File: src/hw/rtl/assert_macros.svh
// ----------------------------------------------------------------------------
// Assertion macros
// Shared concurrent assertion forms for the elevator controller RTL.
// ----------------------------------------------------------------------------
`ifndef ASSERT_MACROS_SVH
`define ASSERT_MACROS_SVH

// Same-cycle implication, checked outside reset.
`define ASSERT_IMPLIES(label, clk, rst_n, ante, cons) \
  label: assert property (@(posedge clk) disable iff (!(rst_n)) (ante) |-> (cons)) \
    else $error("assertion failed");

// Next-cycle implication, checked outside reset.
`define ASSERT_NEXT(label, clk, rst_n, ante, cons) \
  label: assert property (@(posedge clk) disable iff (!(rst_n)) (ante) |=> (cons)) \
    else $error("assertion failed");

`endif

File: src/hw/rtl/efc_pkg.sv
// ----------------------------------------------------------------------------
// Elevator floor controller package
// Widths, codes, reset values and shared types of the controller.
// ----------------------------------------------------------------------------
package efc_pkg;

  localparam int unsigned EFC_FLOOR_W    = 4;
  localparam int unsigned EFC_CNT_W      = 10;
  localparam int unsigned EFC_CFG_IDX_W  = 3;
  localparam int unsigned EFC_FLOORS_DEF = 10;

  typedef logic [EFC_FLOOR_W-1:0] floor_t;
  typedef logic [EFC_CNT_W-1:0]   cnt_t;

  localparam cnt_t EFC_CNT_MAX         = '1;
  localparam cnt_t EFC_UP_BLINK_RST    = 10'd50;
  localparam cnt_t EFC_DOWN_BLINK_RST  = 10'd20;
  localparam cnt_t EFC_UP_FLOOR_RST    = 10'd500;
  localparam cnt_t EFC_DOWN_FLOOR_RST  = 10'd200;
  localparam cnt_t EFC_DOOR_WAIT_RST   = 10'd300;

  typedef enum logic [1:0] {
    MOT_IDLE = 2'd0,
    MOT_UP   = 2'd1,
    MOT_DOWN = 2'd2
  } motion_e;

  typedef enum logic {
    CMD_PRESS = 1'b0,
    CMD_TICK  = 1'b1
  } cmd_e;

  typedef enum logic [EFC_CFG_IDX_W-1:0] {
    REG_UP_BLINK   = 3'd0,
    REG_DOWN_BLINK = 3'd1,
    REG_UP_FLOOR   = 3'd2,
    REG_DOWN_FLOOR = 3'd3,
    REG_DOOR_WAIT  = 3'd4
  } cfg_idx_e;

  // Timing registers as seen by the update logic.
  typedef struct packed {
    cnt_t up_blink;
    cnt_t down_blink;
    cnt_t up_floor;
    cnt_t down_floor;
    cnt_t door_wait;
  } cfg_t;

  // Car state, apart from the per-floor request bits.
  typedef struct packed {
    floor_t  floor_pos;
    floor_t  target;
    logic    tvalid;
    motion_e motion;
    cnt_t    blink;
    cnt_t    travel;
    cnt_t    door;
    logic    lamp;
  } state_t;

endpackage

File: src/hw/rtl/efc_if.sv
// ----------------------------------------------------------------------------
// Elevator controller channels
// Valid/ready channels for input words and result words.
// ----------------------------------------------------------------------------
interface efc_in_if;
  logic             valid;
  logic             ready;
  logic             command;
  efc_pkg::floor_t  pressed_floor;

  modport source (output valid, output command, output pressed_floor, input ready);
  modport sink   (input valid, input command, input pressed_floor, output ready);
endinterface

interface efc_out_if;
  logic             valid;
  logic             ready;
  efc_pkg::floor_t  floor_now;
  logic [1:0]       motion;
  logic             has_target;
  efc_pkg::floor_t  target_now;
  logic             lamp;
  logic             door_open;

  modport source (output valid, output floor_now, output motion, output has_target,
                  output target_now, output lamp, output door_open, input ready);
  modport sink   (input valid, input floor_now, input motion, input has_target,
                  input target_now, input lamp, input door_open, output ready);
endinterface

File: src/hw/rtl/efc_cfg_regs.sv
// ----------------------------------------------------------------------------
// Elevator controller timing registers
// Five ten-bit timing registers with a plain indexed write port.
// ----------------------------------------------------------------------------
module efc_cfg_regs (
  input  logic                                 clk_i,
  input  logic                                 rst_ni,
  input  logic                                 cfg_we_i,
  input  logic [efc_pkg::EFC_CFG_IDX_W-1:0]    cfg_idx_i,
  input  efc_pkg::cnt_t                        cfg_wdata_i,
  output efc_pkg::cfg_t                        cfg_o
);
  import efc_pkg::*;

  cfg_t cfg_q, cfg_d;

  // Decode the register index; unknown indexes leave everything as is.
  always_comb begin
    cfg_d = cfg_q;
    if (cfg_we_i) begin
      case (cfg_idx_i)
        REG_UP_BLINK:   cfg_d.up_blink   = cfg_wdata_i;
        REG_DOWN_BLINK: cfg_d.down_blink = cfg_wdata_i;
        REG_UP_FLOOR:   cfg_d.up_floor   = cfg_wdata_i;
        REG_DOWN_FLOOR: cfg_d.down_floor = cfg_wdata_i;
        REG_DOOR_WAIT:  cfg_d.door_wait  = cfg_wdata_i;
        default:        cfg_d = cfg_q;
      endcase
    end
  end

  always_ff @(posedge clk_i or negedge rst_ni) begin
    if (!rst_ni) begin
      cfg_q.up_blink   <= EFC_UP_BLINK_RST;
      cfg_q.down_blink <= EFC_DOWN_BLINK_RST;
      cfg_q.up_floor   <= EFC_UP_FLOOR_RST;
      cfg_q.down_floor <= EFC_DOWN_FLOOR_RST;
      cfg_q.door_wait  <= EFC_DOOR_WAIT_RST;
    end else begin
      cfg_q <= cfg_d;
    end
  end

  assign cfg_o = cfg_q;

endmodule

File: src/hw/rtl/efc_step.sv
// ----------------------------------------------------------------------------
// Elevator controller update logic
// Next car state for one button press or one tick, in a single pass.
// ----------------------------------------------------------------------------
module efc_step #(
  parameter int unsigned FLOORS = efc_pkg::EFC_FLOORS_DEF
) (
  input  efc_pkg::state_t   state_i,
  input  logic [FLOORS-1:0] req_i,
  input  efc_pkg::cfg_t     cfg_i,
  input  logic              command_i,
  input  efc_pkg::floor_t   pressed_floor_i,
  output efc_pkg::state_t   state_o,
  output logic [FLOORS-1:0] req_o
);
  import efc_pkg::*;

  localparam logic [EFC_FLOOR_W:0] FloorsExt = (EFC_FLOOR_W + 1)'(FLOORS);
  localparam floor_t               TopFloor  = EFC_FLOOR_W'(FLOORS - 1);

  always_comb begin
    state_t            s;
    logic [FLOORS-1:0] r;
    motion_e           dir;
    cnt_t              need;
    logic              pick_hit;
    floor_t            pick;

    s        = state_i;
    r        = req_i;
    dir      = MOT_IDLE;
    need     = '0;
    pick_hit = 1'b0;
    pick     = '0;

    if (command_i == CMD_PRESS) begin
      // Button press: floors past the top are ignored.
      if ({1'b0, pressed_floor_i} < FloorsExt) begin
        if (pressed_floor_i == s.floor_pos) begin
          // Press at the car's floor stops a moving car right here.
          if (s.motion != MOT_IDLE) begin
            s.motion = MOT_IDLE;
            s.door   = cfg_i.door_wait;
            r        = r & ~(FLOORS'(1) << s.floor_pos);
            if (s.tvalid && (s.target == s.floor_pos)) begin
              s.tvalid = 1'b0;
            end
          end
        end else begin
          r = r | (FLOORS'(1) << pressed_floor_i);
          if (!s.tvalid) begin
            s.target = pressed_floor_i;
            s.tvalid = 1'b1;
          end else begin
            // Extend the target along the direction of travel.
            dir = s.motion;
            if (dir == MOT_IDLE) begin
              dir = (s.target > s.floor_pos) ? MOT_UP : MOT_DOWN;
            end
            if ((dir == MOT_UP) && (pressed_floor_i > s.target)) begin
              s.target = pressed_floor_i;
            end else if ((dir == MOT_DOWN) && (pressed_floor_i < s.target)) begin
              s.target = pressed_floor_i;
            end
          end
        end
      end
    end else begin
      // Lamp blink counter, saturating.
      if (s.blink != EFC_CNT_MAX) begin
        s.blink = s.blink + cnt_t'(1);
      end
      if ((s.motion == MOT_UP) && (s.blink >= cfg_i.up_blink)) begin
        s.lamp  = ~s.lamp;
        s.blink = '0;
      end else if ((s.motion == MOT_DOWN) && (s.blink >= cfg_i.down_blink)) begin
        s.lamp  = ~s.lamp;
        s.blink = '0;
      end else if (s.motion == MOT_IDLE) begin
        s.lamp = 1'b1;
      end

      // Travel timing and arrival at a floor.
      if (s.motion != MOT_IDLE) begin
        if (s.travel != EFC_CNT_MAX) begin
          s.travel = s.travel + cnt_t'(1);
        end
        need = (s.motion == MOT_UP) ? cfg_i.up_floor : cfg_i.down_floor;
        if (s.travel >= need) begin
          s.travel = '0;
          if (s.motion == MOT_UP) begin
            if (s.floor_pos < TopFloor) begin
              s.floor_pos = s.floor_pos + floor_t'(1);
            end
          end else begin
            if (s.floor_pos != '0) begin
              s.floor_pos = s.floor_pos - floor_t'(1);
            end
          end
          if (s.tvalid && (s.floor_pos == s.target)) begin
            s.motion = MOT_IDLE;
            s.door   = cfg_i.door_wait;
            r        = r & ~(FLOORS'(1) << s.floor_pos);
            // Lowest pending request becomes the next target.
            for (int i = FLOORS - 1; i >= 0; i--) begin
              if (r[i]) begin
                pick_hit = 1'b1;
                pick     = EFC_FLOOR_W'(i);
              end
            end
            s.tvalid = pick_hit;
            if (pick_hit) begin
              s.target = pick;
            end
          end else if (|(r & (FLOORS'(1) << s.floor_pos))) begin
            s.motion = MOT_IDLE;
            s.door   = cfg_i.door_wait;
            r        = r & ~(FLOORS'(1) << s.floor_pos);
          end
        end
      end

      // Door wait countdown.
      if (s.door != '0) begin
        s.door = s.door - cnt_t'(1);
      end
    end

    // An idle car with a target and a closed door sets off.
    if ((s.motion == MOT_IDLE) && s.tvalid && (s.door == '0)) begin
      if (s.target > s.floor_pos) begin
        s.motion = MOT_UP;
      end else if (s.target < s.floor_pos) begin
        s.motion = MOT_DOWN;
      end
    end

    state_o = s;
    req_o   = r;
  end

endmodule

File: src/hw/rtl/elevator_floor_controller.sv
// Single-car elevator controller. Each input word is a button press or one
// 10 ms tick; each accepted word yields exactly one result word carrying the
// car state after that word. An accepted word waits in the input register
// and is then folded into the state register, which also serves as the
// result register, so the result is offered from there; a new word is taken
// every cycle while results are drained. The rate is set by the combinational
// state update path, which includes the lowest-floor request pick. Timing
// registers may be written only while no word is in flight; writes to
// indexes above four are dropped.
// ----------------------------------------------------------------------------
// Elevator floor controller top level
// Input register, car state and result handshake around the update logic.
// ----------------------------------------------------------------------------
`include "assert_macros.svh"

module elevator_floor_controller #(
  parameter int unsigned FLOORS = efc_pkg::EFC_FLOORS_DEF
) (
  input  logic                               clk_i,
  input  logic                               rst_ni,
  efc_in_if.sink                             in_if,
  efc_out_if.source                          out_if,
  input  logic                               cfg_we_i,
  input  logic [efc_pkg::EFC_CFG_IDX_W-1:0]  cfg_idx_i,
  input  efc_pkg::cnt_t                      cfg_wdata_i
);
  import efc_pkg::*;

  cfg_t              cfg;
  logic              in_valid_q;
  logic              in_cmd_q;
  floor_t            in_floor_q;
  logic              out_valid_q;
  logic              step_fire;
  state_t            state_q, state_d;
  logic [FLOORS-1:0] req_q, req_d;

  efc_cfg_regs u_cfg (
    .clk_i       (clk_i),
    .rst_ni      (rst_ni),
    .cfg_we_i    (cfg_we_i),
    .cfg_idx_i   (cfg_idx_i),
    .cfg_wdata_i (cfg_wdata_i),
    .cfg_o       (cfg)
  );

  // A word is processed once the result slot is free or being emptied.
  assign step_fire   = in_valid_q && (!out_valid_q || out_if.ready);
  assign in_if.ready = !in_valid_q || step_fire;

  // Input register.
  always_ff @(posedge clk_i or negedge rst_ni) begin
    if (!rst_ni) begin
      in_valid_q <= 1'b0;
    end else if (in_if.ready) begin
      in_valid_q <= in_if.valid;
    end
  end

  always_ff @(posedge clk_i) begin
    if (in_if.ready && in_if.valid) begin
      in_cmd_q   <= in_if.command;
      in_floor_q <= in_if.pressed_floor;
    end
  end

  efc_step #(
    .FLOORS (FLOORS)
  ) u_step (
    .state_i         (state_q),
    .req_i           (req_q),
    .cfg_i           (cfg),
    .command_i       (in_cmd_q),
    .pressed_floor_i (in_floor_q),
    .state_o         (state_d),
    .req_o           (req_d)
  );

  // Car state; it only moves when a word is processed, so it holds the
  // pending result for as long as that result waits.
  always_ff @(posedge clk_i or negedge rst_ni) begin
    if (!rst_ni) begin
      state_q     <= '0;
      req_q       <= '0;
      out_valid_q <= 1'b0;
    end else begin
      if (step_fire) begin
        state_q <= state_d;
        req_q   <= req_d;
      end
      if (step_fire) begin
        out_valid_q <= 1'b1;
      end else if (out_if.ready) begin
        out_valid_q <= 1'b0;
      end
    end
  end

  // Result word.
  assign out_if.valid      = out_valid_q;
  assign out_if.floor_now  = state_q.floor_pos;
  assign out_if.motion     = state_q.motion;
  assign out_if.has_target = state_q.tvalid;
  assign out_if.target_now = state_q.tvalid ? state_q.target : '0;
  assign out_if.lamp       = state_q.lamp;
  assign out_if.door_open  = (state_q.door != '0);

  // An open door always means a stopped car.
  `ASSERT_IMPLIES(a_door_idle, clk_i, rst_ni, state_q.door != '0, state_q.motion == MOT_IDLE)
  // A moving car always has a target.
  `ASSERT_IMPLIES(a_move_target, clk_i, rst_ni, state_q.motion != MOT_IDLE, state_q.tvalid)
  // The car never leaves the shaft.
  `ASSERT_IMPLIES(a_floor_range, clk_i, rst_ni, 1'b1,
                  state_q.floor_pos <= EFC_FLOOR_W'(FLOORS - 1))
  // Every processed word leaves a result behind.
  `ASSERT_NEXT(a_fire_result, clk_i, rst_ni, step_fire, out_valid_q)

endmodule

File: src/flat_wrapper.sv
// flat-port wrapper written by rule: the top's interface ports become plain ports
module elevator_floor_controller_flat import efc_pkg::*;
#(
  parameter int unsigned FLOORS = efc_pkg::EFC_FLOORS_DEF
)
  (clk_i, rst_ni, cfg_we_i, cfg_idx_i, cfg_wdata_i, in_if_valid, in_if_command, in_if_pressed_floor, in_if_ready, out_if_valid, out_if_floor_now, out_if_motion, out_if_has_target, out_if_target_now, out_if_lamp, out_if_door_open, out_if_ready);
  efc_in_if in_if_i ();
  efc_out_if out_if_i ();
  input  logic clk_i;
  input  logic rst_ni;
  input  logic cfg_we_i;
  input  logic [efc_pkg::EFC_CFG_IDX_W-1:0] cfg_idx_i;
  input  efc_pkg::cnt_t cfg_wdata_i;
  input wire logic [$bits(in_if_i.valid)-1:0] in_if_valid;
  input wire logic [$bits(in_if_i.command)-1:0] in_if_command;
  input wire logic [$bits(in_if_i.pressed_floor)-1:0] in_if_pressed_floor;
  output wire logic [$bits(in_if_i.ready)-1:0] in_if_ready;
  output wire logic [$bits(out_if_i.valid)-1:0] out_if_valid;
  output wire logic [$bits(out_if_i.floor_now)-1:0] out_if_floor_now;
  output wire logic [$bits(out_if_i.motion)-1:0] out_if_motion;
  output wire logic [$bits(out_if_i.has_target)-1:0] out_if_has_target;
  output wire logic [$bits(out_if_i.target_now)-1:0] out_if_target_now;
  output wire logic [$bits(out_if_i.lamp)-1:0] out_if_lamp;
  output wire logic [$bits(out_if_i.door_open)-1:0] out_if_door_open;
  input wire logic [$bits(out_if_i.ready)-1:0] out_if_ready;
  assign in_if_i.valid = in_if_valid;
  assign in_if_i.command = in_if_command;
  assign in_if_i.pressed_floor = in_if_pressed_floor;
  assign in_if_ready = in_if_i.ready;
  assign out_if_valid = out_if_i.valid;
  assign out_if_floor_now = out_if_i.floor_now;
  assign out_if_motion = out_if_i.motion;
  assign out_if_has_target = out_if_i.has_target;
  assign out_if_target_now = out_if_i.target_now;
  assign out_if_lamp = out_if_i.lamp;
  assign out_if_door_open = out_if_i.door_open;
  assign out_if_i.ready = out_if_ready;
  elevator_floor_controller #(.FLOORS(FLOORS)) u_core (.clk_i(clk_i), .rst_ni(rst_ni), .in_if(in_if_i), .out_if(out_if_i), .cfg_we_i(cfg_we_i), .cfg_idx_i(cfg_idx_i), .cfg_wdata_i(cfg_wdata_i));
endmodule
File: config.mk
export PLATFORM = sky130hd
export DESIGN_NAME = elevator_floor_controller_flat
export DESIGN_NICKNAME = d
export VERILOG_FILES = /design/src/hw/rtl/efc_pkg.sv /design/src/hw/rtl/efc_if.sv /design/src/hw/rtl/efc_cfg_regs.sv /design/src/hw/rtl/efc_step.sv /design/src/hw/rtl/elevator_floor_controller.sv /design/src/flat_wrapper.sv
export VERILOG_INCLUDE_DIRS = /design/src /design/src/hw/rtl
export SDC_FILE = /design/constraint.sdc
export NUM_CORES = 1
export LEC_CHECK = 0
export BUFFER_PORTS_ARGS = -buffer_cell sky130_fd_sc_hd__buf_2
export CELL_PAD_IN_SITES_DETAIL_PLACEMENT = 1
export CELL_PAD_IN_SITES_GLOBAL_PLACEMENT = 2
export CORE_MARGIN = 8
export CORE_UTILIZATION = 40
export CTS_BUF_LIST = sky130_fd_sc_hd__clkbuf_4
export DETAILED_ROUTE_END_ITERATION = 16
export PLACE_DENSITY = 0.83
export SYNTH_ARGS = -nofsm -noshare
export SYNTH_HDL_FRONTEND = slang
export SYNTH_SLANG_ARGS = --single-unit
File: constraint.sdc
create_clock -name clk_i -period 6 [get_ports clk_i]
set_input_delay 0.6 -clock clk_i [delete_from_list [all_inputs] [get_ports clk_i]]
set_output_delay 0.6 -clock clk_i [all_outputs]
set_load 0.05 [all_outputs]
Yosys cells after proc, flatten, opt, wreduce, memory -nomap -nowiden
Index checks and enable logic that the tools add are counted.
{"block": "word_totals", "register_bits": 109, "latchBits": 0, "ramBits": 0, "mem_bits_ro": 0, "in_bits": 23, "output_inout_bits": 15, "elab_cells": 183, "memories": 0}
{"block": "classes", "add_sub_neg": 5, "multipliers": 0, "div_mod_pow": 0, "magnitude_cmp": 10, "eq_ne": 17, "shifts": 3, "n_mux": 88, "bitwise": 7, "n_reduce_logical": 35}
{"cell": "$mux 10", "n": 23}
{"cell": "$mux 4", "n": 23}
{"cell": "$mux 20", "n": 3}
{"cell": "$and 10x10->10", "n": 3}
{"cell": "$ge 10x10->1", "n": 3}
{"cell": "$shl 1x4->10 const A", "n": 3}
{"cell": "$mux 2", "n": 12}
{"cell": "$mux 11", "n": 2}
{"cell": "$mux 1", "n": 21}
{"cell": "$add 10x1->10 const B", "n": 2}
{"cell": "$ne 10x10->1 const B", "n": 2}
{"cell": "$not 10->10", "n": 2}
{"cell": "$reduce_bool 10->1", "n": 2}
{"cell": "$mux 7", "n": 2}
{"cell": "$eq 4x4->1", "n": 3}
{"cell": "$gt 4x4->1", "n": 3}
{"cell": "$reduce_and 2->1", "n": 6}
{"cell": "$logic_and 1x1->1", "n": 10}
{"cell": "$logic_not 10->1", "n": 1}
{"cell": "$or 10x10->10", "n": 1}
{"cell": "$reduce_or 10->1", "n": 1}
{"cell": "$sub 10x1->10 const B", "n": 1}
{"cell": "$lt 4x4->1", "n": 2}
{"cell": "$lt 4x4->1 const B", "n": 2}
{"cell": "22 further kinds", "n": 32}

Depth between registers and ports, before layout
Gate-level depths: netlist (run 1).
{"block": "depth", "ltp_word": 34, "mapped_depth": 29, "mapped_depth_nobuf": 27}

Hierarchy
A second synthesis (run 1) with hierarchy kept.
{"block": "hier_totals", "cells_unflattened": 912, "hier_area_um2": 8903.5}
{"mod": "efc_step", "n_inst": 1, "cells_per_inst": 666, "area_each_um2": 4485.6, "seq_area_each_um2": 0.0}
{"mod": "elevator_floor_controller", "n_inst": 1, "cells_per_inst": 136, "area_each_um2": 2473.6, "seq_area_each_um2": 1501.4}
{"mod": "efc_cfg_regs", "n_inst": 1, "cells_per_inst": 110, "area_each_um2": 1944.4, "seq_area_each_um2": 1273.7}

Least setup slack after synthesis (run 1)
OpenSTA, ideal clock, no wires.
{"block": "synth_path", "path_type": "register to register", "startpoint": "register u_core.state_q[14] (netlist name)", "endpoint": "register u_core.state_q, in the netlist u_core.out_if.motion[0]", "setup_time_ps": 95, "arrival_time_ps": 5191, "required_ps": 5905, "slack_ps": 714, "path_stages_with_launch": 29, "n_path_buf": 2, "period_less_slack_ps": 5286, "path_cell_list": "dfrtp_1 > and3_1 > and3_1 > and2_1 > nand4_1 > nand4_1 > nor2_1 > xor2_1 > ha_1 > a21o_1 > a211oi_1 > nand2_1 > o21ai_0 > a31oi_1 > nand2_1 > a21oi_4 > buf_6 > buf_8 > mux2i_1 > ha_1 > nand2b_1 > nor4_1 > mux2i_1 > mux2_2 > a21o_1 > o211ai_1 > nor4b_1 > nand4_1 > o31ai_1"}
{"block": "synth_between", "elab_chain_len": 14, "elab_cells_between_ends": 26, "classes_between": "add/sub: 2; order compare: 3; eq/ne: 1; mux: 15; reduce/logical: 5"}
{"item": "start: declaration", "line_no": "elevator_floor_controller.sv:35", "rtl": "state_t state_q, state_d;"}
{"item": "start signal: assignment", "line_no": "elevator_floor_controller.sv:88", "rtl": "state_q <= state_d;"}
{"item": "$add 10x1->10 / $ne 10x10->1 (equally long branches)", "line_no": "efc_step.sv:86, efc_step.sv:85"}
{"item": "$mux 10 *", "line_no": "efc_step.sv:85", "rtl": "if (s.travel != EFC_CNT_MAX) begin"}
{"item": "$mux 10 *", "line_no": "efc_step.sv:84", "rtl": "if (s.motion != MOT_IDLE) begin"}
{"item": "$mux 10 *", "line_no": "efc_step.sv:36", "rtl": "if (command_i == CMD_PRESS) begin"}
{"item": "$ge 10x10->1 *", "line_no": "efc_step.sv:89", "rtl": "if (s.travel >= need) begin"}
{"item": "$mux 20", "line_no": "efc_step.sv:89"}
{"item": "$mux 20", "line_no": "efc_step.sv:84"}
{"item": "$mux 20", "line_no": "efc_step.sv:36"}
{"item": "$sub 10x1->10 / $reduce_bool 10->1 (equally long branches)", "line_no": "efc_step.sv:125, efc_step.sv:124"}
{"item": "$mux 10", "line_no": "efc_step.sv:124", "rtl": "if (s.door != '0) begin"}
{"item": "$mux 10", "line_no": "efc_step.sv:36"}
{"item": "$logic_not 10->1", "line_no": "efc_step.sv:130", "rtl": "if ((s.motion == MOT_IDLE) && s.tvalid && (s.door == '0)) begin"}
{"item": "$logic_and 1x1->1", "line_no": "efc_step.sv:130"}
{"item": "$mux 2 *", "line_no": "efc_step.sv:130"}
Mark *: on every way between the ends. The rest lies on a longest branch, timed or not. The select of a mux whose other input is x is not followed.
A chain may end at the register's enable or synchronous reset.

Final worst setup path (run 1)
{"block": "layout_path", "startpoint": "register u_core.state_q, in the netlist u_core.out_if.floor_now[1]", "endpoint": "register u_core.state_q, in the netlist u_core.out_if.motion[0]"}
{"block": "layout_between", "elab_chain_len": 32, "elab_cells_between_ends": 92, "classes_between": "add/sub: 3; order compare: 4; eq/ne: 5; shift: 1; mux: 65; bitwise: 3; reduce/logical: 11"}
{"item": "$sub 4x1->4, or another cell as far along", "line_no": "efc_step.sv:97", "rtl": "s.floor_pos = s.floor_pos - floor_t'(1);"}
{"item": "$mux 4, on equally long branches", "line_no": "efc_step.sv:96, efc_step.sv:92"}
{"item": "$mux 4", "line_no": "efc_step.sv:91", "rtl": "if (s.motion == MOT_UP) begin"}
{"item": "$mux 4", "line_no": "efc_step.sv:89"}
{"item": "$mux 4", "line_no": "efc_step.sv:84"}
{"item": "$mux 4", "line_no": "efc_step.sv:36"}
{"item": "$shl 1x4->10", "line_no": "efc_step.sv:103, efc_step.sv:115"}
{"item": "$not 10->10", "line_no": "efc_step.sv:103", "rtl": "r = r & ~(FLOORS'(1) << s.floor_pos);"}
{"item": "(+16 left out)"}
{"item": "$mux 5", "line_no": "efc_step.sv:100", "rtl": "if (s.tvalid && (s.floor_pos == s.target)) begin"}
{"item": "$mux 11", "line_no": "efc_step.sv:89"}
{"item": "$mux 11", "line_no": "efc_step.sv:84"}
{"item": "$mux 7", "line_no": "efc_step.sv:36"}
{"item": "$lt 4x4->1", "line_no": "efc_step.sv:133", "rtl": "end else if (s.target < s.floor_pos) begin"}
{"item": "$mux 2", "line_no": "efc_step.sv:133"}
{"item": "$mux 2", "line_no": "efc_step.sv:131", "rtl": "if (s.target > s.floor_pos) begin"}
{"item": "$mux 2 *", "line_no": "efc_step.sv:130"}
Marks and branches as above.

==> results of run 1 <==
## cells in the final DEF, fill, tap and decap left out, types with 6 or more instances in the layout
cell,netlist,routed
sky130_fd_sc_hd__mux2_2,38,38
sky130_fd_sc_hd__xnor2_1,16,16
sky130_fd_sc_hd__o21ai_0,69,69
sky130_fd_sc_hd__nor2b_1,13,13
sky130_fd_sc_hd__dfrtp_1,86,86
sky130_fd_sc_hd__o21a_1,6,6
sky130_fd_sc_hd__nor3_1,19,19
sky130_fd_sc_hd__ha_1,53,52
sky130_fd_sc_hd__nand4_1,12,12
sky130_fd_sc_hd__nor2_1,53,53
sky130_fd_sc_hd__nand2_1,132,131
sky130_fd_sc_hd__dfstp_2,18,18
sky130_fd_sc_hd__nand2b_1,19,19
sky130_fd_sc_hd__xor2_1,8,8
sky130_fd_sc_hd__buf_2,7,36
sky130_fd_sc_hd__a31oi_1,13,13
sky130_fd_sc_hd__a21o_1,25,25
sky130_fd_sc_hd__a211oi_1,6,6
sky130_fd_sc_hd__o31ai_1,10,10
sky130_fd_sc_hd__mux2i_1,30,30
sky130_fd_sc_hd__and3_1,9,9
sky130_fd_sc_hd__inv_1,34,34
sky130_fd_sc_hd__nor4_1,8,8
sky130_fd_sc_hd__nand3_1,28,28
sky130_fd_sc_hd__clkbuf_4,0,9
sky130_fd_sc_hd__and2_1,8,8
sky130_fd_sc_hd__buf_4,8,22
sky130_fd_sc_hd__a21oi_1,34,34
## stage by stage
step / power, mW / hold slack, ps
detailed placement: 2.478 / 493.3
global placement: 2.447 / 487.8
floorplan: 2.083 / 304.4
CTS: 2.936 / 129.7
global route: 3.149 / 142.8
finish: 2.921 / 119.4
## critical path, stage by stage, from the launching register on
cell and delay, ps:
sky130_fd_sc_hd__dfrtp_1 420, sky130_fd_sc_hd__inv_1 180, sky130_fd_sc_hd__ha_1 310, sky130_fd_sc_hd__nor2b_1 630, sky130_fd_sc_hd__nor3_1 140, sky130_fd_sc_hd__or4_1 720
sky130_fd_sc_hd__xnor2_4 210, sky130_fd_sc_hd__nand4_2 190, sky130_fd_sc_hd__o311a_2 210, sky130_fd_sc_hd__a21oi_4 180, sky130_fd_sc_hd__mux2i_1 300, sky130_fd_sc_hd__ha_2 310
sky130_fd_sc_hd__nand2b_1 110, sky130_fd_sc_hd__nor4_1 250, sky130_fd_sc_hd__mux2i_1 210, sky130_fd_sc_hd__mux2_2 170, sky130_fd_sc_hd__a21o_1 130, sky130_fd_sc_hd__o211ai_1 90
sky130_fd_sc_hd__nor4b_1 270, sky130_fd_sc_hd__nand4_1 160, sky130_fd_sc_hd__o31ai_1 300
## path summary, 6_finish.rpt
kind                                            start                 endpoint  slack (ps)  depth (start not counted)
max                        u_core.out_if.floor_now[1]  u_core.out_if.motion[0]         430                         20
min                                            rst_ni       u_core.state_q[24]         120                          1
max reg2reg                u_core.out_if.floor_now[1]  u_core.out_if.motion[0]         430                         20
min reg2reg                    u_core.u_cfg.cfg_o[41]   u_core.u_cfg.cfg_o[41]         520                          2
max in group asynchronous                      rst_ni   u_core.u_cfg.cfg_o[18]        4730                          2
min in group clk_i                      in_if_command          u_core.in_cmd_q         250                          1
## what timing repair did
item,in CTS,in global routing
setup endpoints to repair,0,2
buffers inserted,0,1
resized for setup,0,2
## per-layer routing
metal / part of all wire / routed length, microns / vias to the layer above / global-route usage
li1: - / - / 3269 / -
met1: 0.46 / 10900 / 3416 / 0.2684
met2: 0.49 / 11460 / 114 / 0.3371
met3: 0.033 / 774 / 26 / 0.02923
met4: 0.016 / 370 / 0 / 0.04851
met5: 0 / 0 / - / 0
## synth_stat cells, types with 4 or more instances
cell / count / area (sq um)
sky130_fd_sc_hd__mux2_2: 38 / 427.9
sky130_fd_sc_hd__mux2i_1: 30 / 300.3
sky130_fd_sc_hd__o211ai_1: 5 / 37.54
sky130_fd_sc_hd__nand2_1: 132 / 495.5
sky130_fd_sc_hd__nand3_1: 28 / 140.1
sky130_fd_sc_hd__o31ai_1: 10 / 75.07
sky130_fd_sc_hd__and3_1: 9 / 56.30
sky130_fd_sc_hd__or4_1: 5 / 37.54
sky130_fd_sc_hd__a31oi_1: 13 / 81.33
sky130_fd_sc_hd__nor3b_1: 6 / 45.04
sky130_fd_sc_hd__inv_1: 34 / 127.6
sky130_fd_sc_hd__buf_2: 7 / 35.03
sky130_fd_sc_hd__edfxtp_1: 5 / 150.1
sky130_fd_sc_hd__nor2_1: 53 / 198.9
sky130_fd_sc_hd__nand4_1: 12 / 75.07
sky130_fd_sc_hd__xor2_1: 8 / 70.07
sky130_fd_sc_hd__a21oi_1: 34 / 170.2
sky130_fd_sc_hd__nor4_1: 8 / 50.05
sky130_fd_sc_hd__xnor2_1: 16 / 140.1
sky130_fd_sc_hd__clkbuf_1: 26 / 97.59
sky130_fd_sc_hd__a21o_1: 25 / 187.7
sky130_fd_sc_hd__nor2b_1: 13 / 81.33
sky130_fd_sc_hd__nand2b_1: 19 / 118.9
sky130_fd_sc_hd__o22ai_1: 5 / 31.28
sky130_fd_sc_hd__ha_1: 53 / 663.1
sky130_fd_sc_hd__and2_1: 8 / 50.05
sky130_fd_sc_hd__buf_4: 8 / 60.06
sky130_fd_sc_hd__o21ai_0: 69 / 345.3
sky130_fd_sc_hd__a211oi_1: 6 / 45.04
sky130_fd_sc_hd__nor3_1: 19 / 95.09
sky130_fd_sc_hd__o21a_1: 6 / 45.04
sky130_fd_sc_hd__a41oi_1: 4 / 35.03
sky130_fd_sc_hd__dfrtp_1: 86 / 2152
sky130_fd_sc_hd__a22o_1: 5 / 43.79
sky130_fd_sc_hd__or3_1: 4 / 25.02
sky130_fd_sc_hd__dfstp_2: 18 / 473.0
## final cells by class
type | instances | area (sq um) | area share
multi-input cells | 704 | 4762 | 0.5592
flip-flops and latches | 109 | 2775 | 0.3259
repair buffers | 58 | 345.3 | 0.04055
well taps | 265 | 331.6 | 0.03894
inverters | 34 | 127.6 | 0.01499
clock inverters | 7 | 101.3 | 0.01190
clock buffers | 9 | 67.56 | 0.007934
diodes | 2 | 5.005 | 0.0005877
## flip-flops by register name (all words and copies together) (netlist names)
register                  cells
u_core.out_if.motion          2
u_core.in_cmd_q               1
u_core.u_cfg.cfg_o           50
u_core.in_valid_q             1
u_core.req_q                 10
u_core.out_if.lamp            1
u_core.in_floor_q             4
u_core.out_if.valid           1
u_core.state_q               34
u_core.out_if.floor_now       4
u_core.out_if.has_target      1
## power by group
group / total, mW / leakage [nW] / switching (mW) / internal, mW
logic: 1.35 / 2.38 / 0.783 / 0.568
registers: 1.12 / 1.31 / 0.208 / 0.911
clock network: 0.450 / 0.0861 / 0.308 / 0.142
## kinds of logic (layout without fill, tap and decap cells)
family,after synthesis,after routing
DFF,109,109
adders and majority gates,53,53
buffers and inverters,82,108
and+or+nand+nor,340,340
xor gates and xnor gates,25,25
muxes,68,68
other,0,2
AOI/OAI and AO/OA,218,218
==> flow_summary.html, run 1 <==
<table>
<tr><th>Metric</th><th>Value</th></tr>
<tr><th colspan="2">Timing</th></tr>
<tr><td>Slew HR</td><td>0.3054</td></tr>
<tr><td>Crit path time final</td><td>5574 ps</td></tr>
<tr><td>Final period utilization</td><td>0.9290</td></tr>
<tr><td>Transition time of the tightest slew-check pin</td><td>about 1000 ps</td></tr>
<tr><td>Number of hold-slack violations in the final timing report</td><td>0</td></tr>
<tr><td>Final Max Slew Viols</td><td>0</td></tr>
<tr><td>Final setup slack of the worst path</td><td>425.7 ps</td></tr>
<tr><td>RSZ-0062 raised after global routing</td><td>false</td></tr>
<tr><td>Fin Setup TNS</td><td>0 ps</td></tr>
<tr><td>Worst Clk Skew</td><td>19.43 ps</td></tr>
<tr><td>Highest Clock Rate</td><td>0.1794 GHz</td></tr>
<tr><td>Final setup violating endpoints</td><td>0</td></tr>
<tr><th colspan="2">Clock network</th></tr>
<tr><td>Clock Latency Late Sink</td><td>520 ps</td></tr>
<tr><td>Number of sinks driven by the clock tree</td><td>109</td></tr>
<tr><td>Root buffer cell</td><td>sky130_fd_sc_hd__clkbuf_4</td></tr>
<tr><td>Clock slew seen by the registers of the worst setup and hold paths</td><td>around 210 ps</td></tr>
<tr><td>TritonCTS clock tree</td><td>done</td></tr>
<tr><td>Total CTS buffers</td><td>9</td></tr>
<tr><td>H-tree depth</td><td>3</td></tr>
<tr><td>Hold-fix buffers at CTS</td><td>0</td></tr>
<tr><td>Max Buffers Root-to-Sink</td><td>2</td></tr>
<tr><th colspan="2">Worst hold path</th></tr>
<tr><td>Min-delay worst type</td><td>input pin to asynchronous set/reset pin</td></tr>
<tr><th colspan="2">Synthesis</th></tr>
<tr><td>Sequential fraction of the synthesis area</td><td>0.3509</td></tr>
<tr><td>Synthesized-area fraction occupied by ao, oa, aoi and oai cells</td><td>0.1826</td></tr>
<tr><td>Number of enable-type register cells in the synthesized netlist</td><td>5</td></tr>
<tr><td>Net Count, Synth</td><td>971</td></tr>
<tr><td>Fraction of the mapped netlist area in simple logic gates</td><td>0.2123</td></tr>
<tr><td>Unique masters post-synth</td><td>80</td></tr>
<tr><td>Cell count after synthesis</td><td>roughly 900</td></tr>
<tr><td>Async SR Flop Fraction</td><td>0.9541</td></tr>
<tr><td>Average cell area after synthesis</td><td>8.835 sq um</td></tr>
<tr><td>Synthesized cell area</td><td>0.007908 sq mm</td></tr>
<tr><td>Synth Warn #</td><td>0</td></tr>
<tr><td>Synthesized-area fraction occupied by adder cells</td><td>0.08386</td></tr>
<tr><td>Number of register bits inferred by synthesis</td><td>109</td></tr>
<tr><td>Dominant combinational cell family by area after synthesis</td><td>simple AND/OR/NAND/NOR gates</td></tr>
<tr><td>Xor/xnor cell area share of the yosys netlist</td><td>0.03006</td></tr>
<tr><td>Synth Flop Type</td><td>sky130_fd_sc_hd__dfrtp_1</td></tr>
<tr><td>Multiplexer share of the synthesized area</td><td>0.09209</td></tr>
<tr><th colspan="2">Placed design</th></tr>
<tr><td>Detailed-placement wirelength estimate</td><td>17.62 mm</td></tr>
<tr><td>Number of placed instances, taps included</td><td>1169</td></tr>
<tr><td>Setup Slack @ Placement</td><td>423.6 ps</td></tr>
<tr><td>Final GP Congestion</td><td>about 0.85</td></tr>
<tr><td>Cell area reported after detailed placement</td><td>0.008329 sq mm</td></tr>
<tr><td>Number of port buffers</td><td>37</td></tr>
<tr><th colspan="2">Cells and area</th></tr>
<tr><td>Layout Area Growth over Synthesis</td><td>7.690%</td></tr>
<tr><td>Fin area</td><td>0.008516 sq mm</td></tr>
<tr><td>Non-Filler Instances</td><td>1188</td></tr>
<tr><td>Final core occ</td><td>0.4375</td></tr>
<tr><td>Post-layout nets</td><td>992</td></tr>
<tr><td>Number of inserted filler cells in the final layout</td><td>2276</td></tr>
<tr><td>Layout cell share with drive strength beyond 1</td><td>0.1672</td></tr>
<tr><th colspan="2">Detailed routing</th></tr>
<tr><td>First DRT Iteration DRCs</td><td>310</td></tr>
<tr><td>Overall via count from detail_route</td><td>between 6000 and 7000</td></tr>
<tr><td>Routed via count divided by cell count</td><td>5.745</td></tr>
<tr><td>DRC violation count after routing</td><td>0</td></tr>
<tr><td>Remaining antenna violation count after routing</td><td>0</td></tr>
<tr><td>Final wirelength</td><td>about 24 mm</td></tr>
<tr><td>Pre-antenna DRT Iters</td><td>5</td></tr>
<tr><td>WL/cell</td><td>19.79 microns</td></tr>
<tr><th colspan="2">Critical path</th></tr>
<tr><td>CP Launch Type</td><td>flop</td></tr>
<tr><td>Critical Path AT</td><td>approximately 6000 ps</td></tr>
<tr><td>Worst setup path category</td><td>flop to flop</td></tr>
<tr><td>Endpoint kind of the worst setup timing path</td><td>flop</td></tr>
<tr><td>Required time of the worst setup path</td><td>6420 ps</td></tr>
<tr><td>Maximum fanout count along the critical path</td><td>11</td></tr>
<tr><th colspan="2">Die</th></tr>
<tr><td>Initial core utilization</td><td>0.4063</td></tr>
<tr><td>Die height</td><td>156.6 microns</td></tr>
<tr><td>Die Footprint</td><td>0.02452 sq mm</td></tr>
<tr><td>Chip width</td><td>156.6 microns</td></tr>
<tr><td>Core area</td><td>0.01946 sq mm</td></tr>
<tr><td>Number of I/O pins</td><td>38</td></tr>
<tr><td>Site row count</td><td>51</td></tr>
<tr><th colspan="2">Power</th></tr>
<tr><td>Leakage power figure</td><td>3.776 nW</td></tr>
<tr><td>VDD IR max</td><td>0.0001401 V</td></tr>
<tr><td>Power density of the placed cells</td><td>343.0 mW/mm^2</td></tr>
<tr><th colspan="2">Job</th></tr>
<tr><td>Maximum Capacitance Violations</td><td>0</td></tr>
<tr><th colspan="2">Global routing</th></tr>
<tr><td>Via count of the first global-routing pass</td><td>7030</td></tr>
<tr><td>Overflow after GRT</td><td>0</td></tr>
<tr><td>Antenna violations before repair</td><td>1</td></tr>
<tr><td>Global-route wire length before repair</td><td>39.21 mm</td></tr>
<tr><td>Largest net degree at the start of global routing</td><td>60</td></tr>
<tr><td>GR Util All Layers</td><td>0.2014</td></tr>
<tr><th colspan="2">Status</th></tr>
<tr><td>Run status</td><td>finished clean</td></tr>
</table>
(Power assumes the default switching activity.)
==> run 2, diff against run 1 <==
--- a/config.mk
+++ b/config.mk
@@ -13,7 +13,7 @@
 export CORE_UTILIZATION = 40
 export CTS_BUF_LIST = sky130_fd_sc_hd__clkbuf_4
 export DETAILED_ROUTE_END_ITERATION = 16
-export PLACE_DENSITY = 0.83
+export PLACE_DENSITY_LB_ADDON = 0.1
 export SYNTH_ARGS = -nofsm -noshare
 export SYNTH_HDL_FRONTEND = slang
 export SYNTH_SLANG_ARGS = --single-unit
==> run 2 against run 1 <==
Critical endpoint is now u_core.out_if.motion[1]. Register-to-register slack better by 120 ps. Largest cell class unchanged. Count of clock-buffer cells in the layout is the same. Die area is the same. Clock power grew 2%. Worst setup slack improved by 120 ps. Clock skew increased by 6.2 ps. Critical path type unchanged. Design area up 0.25%. Routed wire length rose by 7.1%.
==> flow_summary.html, run 2 (synthesis results as in run 1) <==
<table>
<tr><th>Metric</th><th>Value</th></tr>
<tr><th colspan="2">Global routing</th></tr>
<tr><td>Overflow after GRT</td><td>0 (unchanged)</td></tr>
<tr><td>Global-route wire length before repair</td><td>41.15 mm (was 39.21 mm)</td></tr>
<tr><td>Via count of the first global-routing pass</td><td>7339 (was 7030)</td></tr>
<tr><td>GR Util All Layers</td><td>0.2136 (was 0.2014)</td></tr>
<tr><td>Antenna violations before repair</td><td>1 (unchanged)</td></tr>
<tr><td>Largest net degree at the start of global routing</td><td>64 (was 60)</td></tr>
<tr><th colspan="2">Detailed routing</th></tr>
<tr><td>Final wirelength</td><td>25.17 mm (was 23.51 mm)</td></tr>
<tr><td>DRC violation count after routing</td><td>0 (unchanged)</td></tr>
<tr><td>WL/cell</td><td>21.21 microns (was 19.79 microns)</td></tr>
<tr><td>Routed via count divided by cell count</td><td>5.813 (was 5.745)</td></tr>
<tr><td>Remaining antenna violation count after routing</td><td>0 (unchanged)</td></tr>
<tr><td>Overall via count from detail_route</td><td>6900 (was 6825)</td></tr>
<tr><td>First DRT Iteration DRCs</td><td>348 (was 310)</td></tr>
<tr><td>Pre-antenna DRT Iters</td><td>5 (unchanged)</td></tr>
<tr><th colspan="2">Clock network</th></tr>
<tr><td>Root buffer cell</td><td>sky130_fd_sc_hd__clkbuf_4 (unchanged)</td></tr>
<tr><td>Number of sinks driven by the clock tree</td><td>109 (unchanged)</td></tr>
<tr><td>Total CTS buffers</td><td>9 (unchanged)</td></tr>
<tr><td>H-tree depth</td><td>3 (unchanged)</td></tr>
<tr><td>Clock slew seen by the registers of the worst setup and hold paths</td><td>210 ps (about the same)</td></tr>
<tr><td>Max Buffers Root-to-Sink</td><td>2 (unchanged)</td></tr>
<tr><td>Clock Latency Late Sink</td><td>530 ps (was 520 ps)</td></tr>
<tr><td>TritonCTS clock tree</td><td>done (unchanged)</td></tr>
<tr><th colspan="2">Timing</th></tr>
<tr><td>Highest Clock Rate</td><td>0.1832 GHz (was 0.1794 GHz)</td></tr>
<tr><td>Crit path time final</td><td>5458 ps (was 5574 ps)</td></tr>
<tr><td>RSZ-0062 raised after global routing</td><td>false (unchanged)</td></tr>
<tr><td>Worst Hold Margin</td><td>38.46 ps (was 119.4 ps)</td></tr>
<tr><td>Final period utilization</td><td>0.9096 (was 0.9290)</td></tr>
<tr><td>Final Max Slew Viols</td><td>0 (unchanged)</td></tr>
<tr><td>Fin Setup TNS</td><td>0 ps (unchanged)</td></tr>
<tr><td>Number of hold-slack violations in the final timing report</td><td>0 (unchanged)</td></tr>
<tr><td>Worst Clk Skew</td><td>25.63 ps (was 19.43 ps)</td></tr>
<tr><td>Final setup violating endpoints</td><td>0 (unchanged)</td></tr>
<tr><td>Slew HR</td><td>0.2637 (was 0.3054)</td></tr>
<tr><td>Transition time of the tightest slew-check pin</td><td>1104 ps (was 1042 ps)</td></tr>
<tr><th colspan="2">Status</th></tr>
<tr><td>Run status</td><td>finished clean (unchanged)</td></tr>
<tr><th colspan="2">Die</th></tr>
<tr><td>Chip width</td><td>156.6 microns (unchanged)</td></tr>
<tr><td>Die Footprint</td><td>0.02452 sq mm (unchanged)</td></tr>
<tr><td>Core area</td><td>0.01946 sq mm (unchanged)</td></tr>
<tr><td>Initial core utilization</td><td>0.4063 (unchanged)</td></tr>
<tr><td>Site row count</td><td>51 (unchanged)</td></tr>
<tr><td>Die height</td><td>156.6 microns (unchanged)</td></tr>
<tr><td>Number of I/O pins</td><td>38 (unchanged)</td></tr>
<tr><th colspan="2">Placed design</th></tr>
<tr><td>Cell area reported after detailed placement</td><td>0.008314 sq mm (was 0.008329 sq mm)</td></tr>
<tr><td>Number of port buffers</td><td>37 (unchanged)</td></tr>
<tr><td>Final GP Congestion</td><td>0.9148 (was 0.8544)</td></tr>
<tr><td>Detailed-placement wirelength estimate</td><td>18.79 mm (was 17.62 mm)</td></tr>
<tr><th colspan="2">Critical path</th></tr>
<tr><td>Required time of the worst setup path</td><td>6430 ps (was 6420 ps)</td></tr>
<tr><td>Critical Path AT</td><td>5890 ps (was 6000 ps)</td></tr>
<tr><td>Worst setup path category</td><td>flop to flop (unchanged)</td></tr>
<tr><td>Endpoint kind of the worst setup timing path</td><td>flop (unchanged)</td></tr>
<tr><td>Maximum fanout count along the critical path</td><td>10 (was 11)</td></tr>
<tr><td>CP Launch Type</td><td>flop (unchanged)</td></tr>
<tr><th colspan="2">Cells and area</th></tr>
<tr><td>Most frequent cells in the layout</td><td>131 x sky130_fd_sc_hd__nand2_1, 86 x sky130_fd_sc_hd__dfrtp_1, 68 x sky130_fd_sc_hd__o21ai_0, 53 x sky130_fd_sc_hd__nor2_1, 52 x sky130_fd_sc_hd__ha_1 (was 131 x sky130_fd_sc_hd__nand2_1, 86 x sky130_fd_sc_hd__dfrtp_1, 69 x sky130_fd_sc_hd__o21ai_0, 53 x sky130_fd_sc_hd__nor2_1, 52 x sky130_fd_sc_hd__ha_1)</td></tr>
<tr><td>Sequential Area</td><td>0.002775 sq mm (unchanged)</td></tr>
<tr><td>Layout cell share with drive strength beyond 1</td><td>0.1694 (was 0.1672)</td></tr>
<tr><td>Fin area</td><td>0.008537 sq mm (was 0.008516 sq mm)</td></tr>
<tr><td>Combined area of the multi-input logic cells</td><td>0.004775 sq mm (was 0.004762 sq mm)</td></tr>
<tr><td>Post-layout nets</td><td>992 (unchanged)</td></tr>
<tr><td>Flip-flop count of the largest register, all copies and words added</td><td>50 (unchanged)</td></tr>
<tr><td>Most frequent standard cell in the layout excluding fill and tap cells</td><td>sky130_fd_sc_hd__nand2_1 (unchanged)</td></tr>
<tr><td>Layout Area Growth over Synthesis</td><td>7.959% (was 7.690%)</td></tr>
<tr><td>Number of inserted filler cells in the final layout</td><td>2294 (was 2276)</td></tr>
<tr><th colspan="2">Job</th></tr>
<tr><td>Maximum Capacitance Violations</td><td>0 (unchanged)</td></tr>
<tr><th colspan="2">Power</th></tr>
<tr><td>VDD IR max</td><td>0.0001650 V (was 0.0001401 V)</td></tr>
<tr><td>Total power</td><td>2.954 mW (was 2.921 mW)</td></tr>
<tr><td>Power density of the placed cells</td><td>346.0 mW/mm^2 (was 343.0 mW/mm^2)</td></tr>
<tr><td>Leakage power figure</td><td>3.785 nW (was 3.776 nW)</td></tr>
<tr><th colspan="2">Worst hold path</th></tr>
<tr><td>Min-delay worst type</td><td>input pin to asynchronous set/reset pin (unchanged)</td></tr>
</table>
==> run 2: per-stage QoR <==
stage               worst slack, ps  instances  utilization
finish                        542.1       1187       0.4386
global route                  7.788       1187       0.4386
CTS                           236.2       1183       0.4365
detailed placement            336.4       1167       0.4272
global placement              602.1       1167       0.4272
floorplan                     713.7        895            -
==> run 2: final cells by class <==
| class | count | area share |
|---|---|---|
| Sequential cell | 109 | 0.3251 |
| Multi-Input combinational cell | 704 | 0.5593 |
| Tap cell | 265 | 0.03884 |
| Antenna cell | 1 | 0.0002931 |
| Clock buffer | 9 | 0.007914 |
| Inverter | 34 | 0.01495 |
| Timing Repair Buffer | 58 | 0.04045 |
| Clock inverter | 7 | 0.01319 |
==> run 2: report_power, final <==
| part | internal [mW] | switching (mW) |
|---|---|---|
| Combinational | 0.566 | 0.806 |
| Sequential | 0.912 | 0.209 |
| Clock | 0.146 | 0.315 |
==> run 2: per-layer routing <==
layer	up-vias	GRT usage	part of all wire
li1	3262	-	-
met1	3518	0.2745	0.45
met2	92	0.3709	0.51
met3	28	0.02730	0.022
met4	0	0.05538	0.017
met5	-	0	0
==> run 2: timing repair <==
item                                    in CTS  in global routing
gates resized for setup                      0                  6
setup buffers                                0                  3
hold buffers                                 0                  0
endpoints found under the setup margin       0                  2
==> run 2: worst max-delay path, cell delays in order (launching register included) <==
cell	delay [ps]
sky130_fd_sc_hd__dfrtp_1	440
sky130_fd_sc_hd__inv_1	220
sky130_fd_sc_hd__ha_1	330
sky130_fd_sc_hd__nor3b_1	410
sky130_fd_sc_hd__a31oi_1	80
sky130_fd_sc_hd__o221ai_1	370
sky130_fd_sc_hd__nor2_2	180
sky130_fd_sc_hd__or3_1	430
sky130_fd_sc_hd__o22ai_1	270
sky130_fd_sc_hd__nand2_1	130
sky130_fd_sc_hd__a2111oi_2	610
sky130_fd_sc_hd__o31ai_1	240
sky130_fd_sc_hd__o221a_2	320
sky130_fd_sc_hd__ha_1	310
sky130_fd_sc_hd__nor2b_1	150
sky130_fd_sc_hd__o21ai_0	180
sky130_fd_sc_hd__nand2b_1	80
sky130_fd_sc_hd__a21o_1	190
sky130_fd_sc_hd__a211o_1	230
sky130_fd_sc_hd__o31ai_1	190
==> run 2: path summary, 6_finish.rpt <==
path / startpoint / end / slack (ps) / cells after the start
worst max register to register: u_core.out_if.floor_now[1] / u_core.out_if.motion[1] / 540 / 19
worst min-delay path: rst_ni / u_core.state_q[12] / 40 / 1
min in group clk_i: in_if_pressed_floor[1] / u_core.in_floor_q[1] / 250 / 1
worst max-delay path: u_core.out_if.floor_now[1] / u_core.out_if.motion[1] / 540 / 19
worst min register to register: u_core.u_cfg.cfg_o[44] / u_core.u_cfg.cfg_o[44] / 530 / 2
max in group asynchronous: rst_ni / u_core.state_q[10] / 4690 / 2
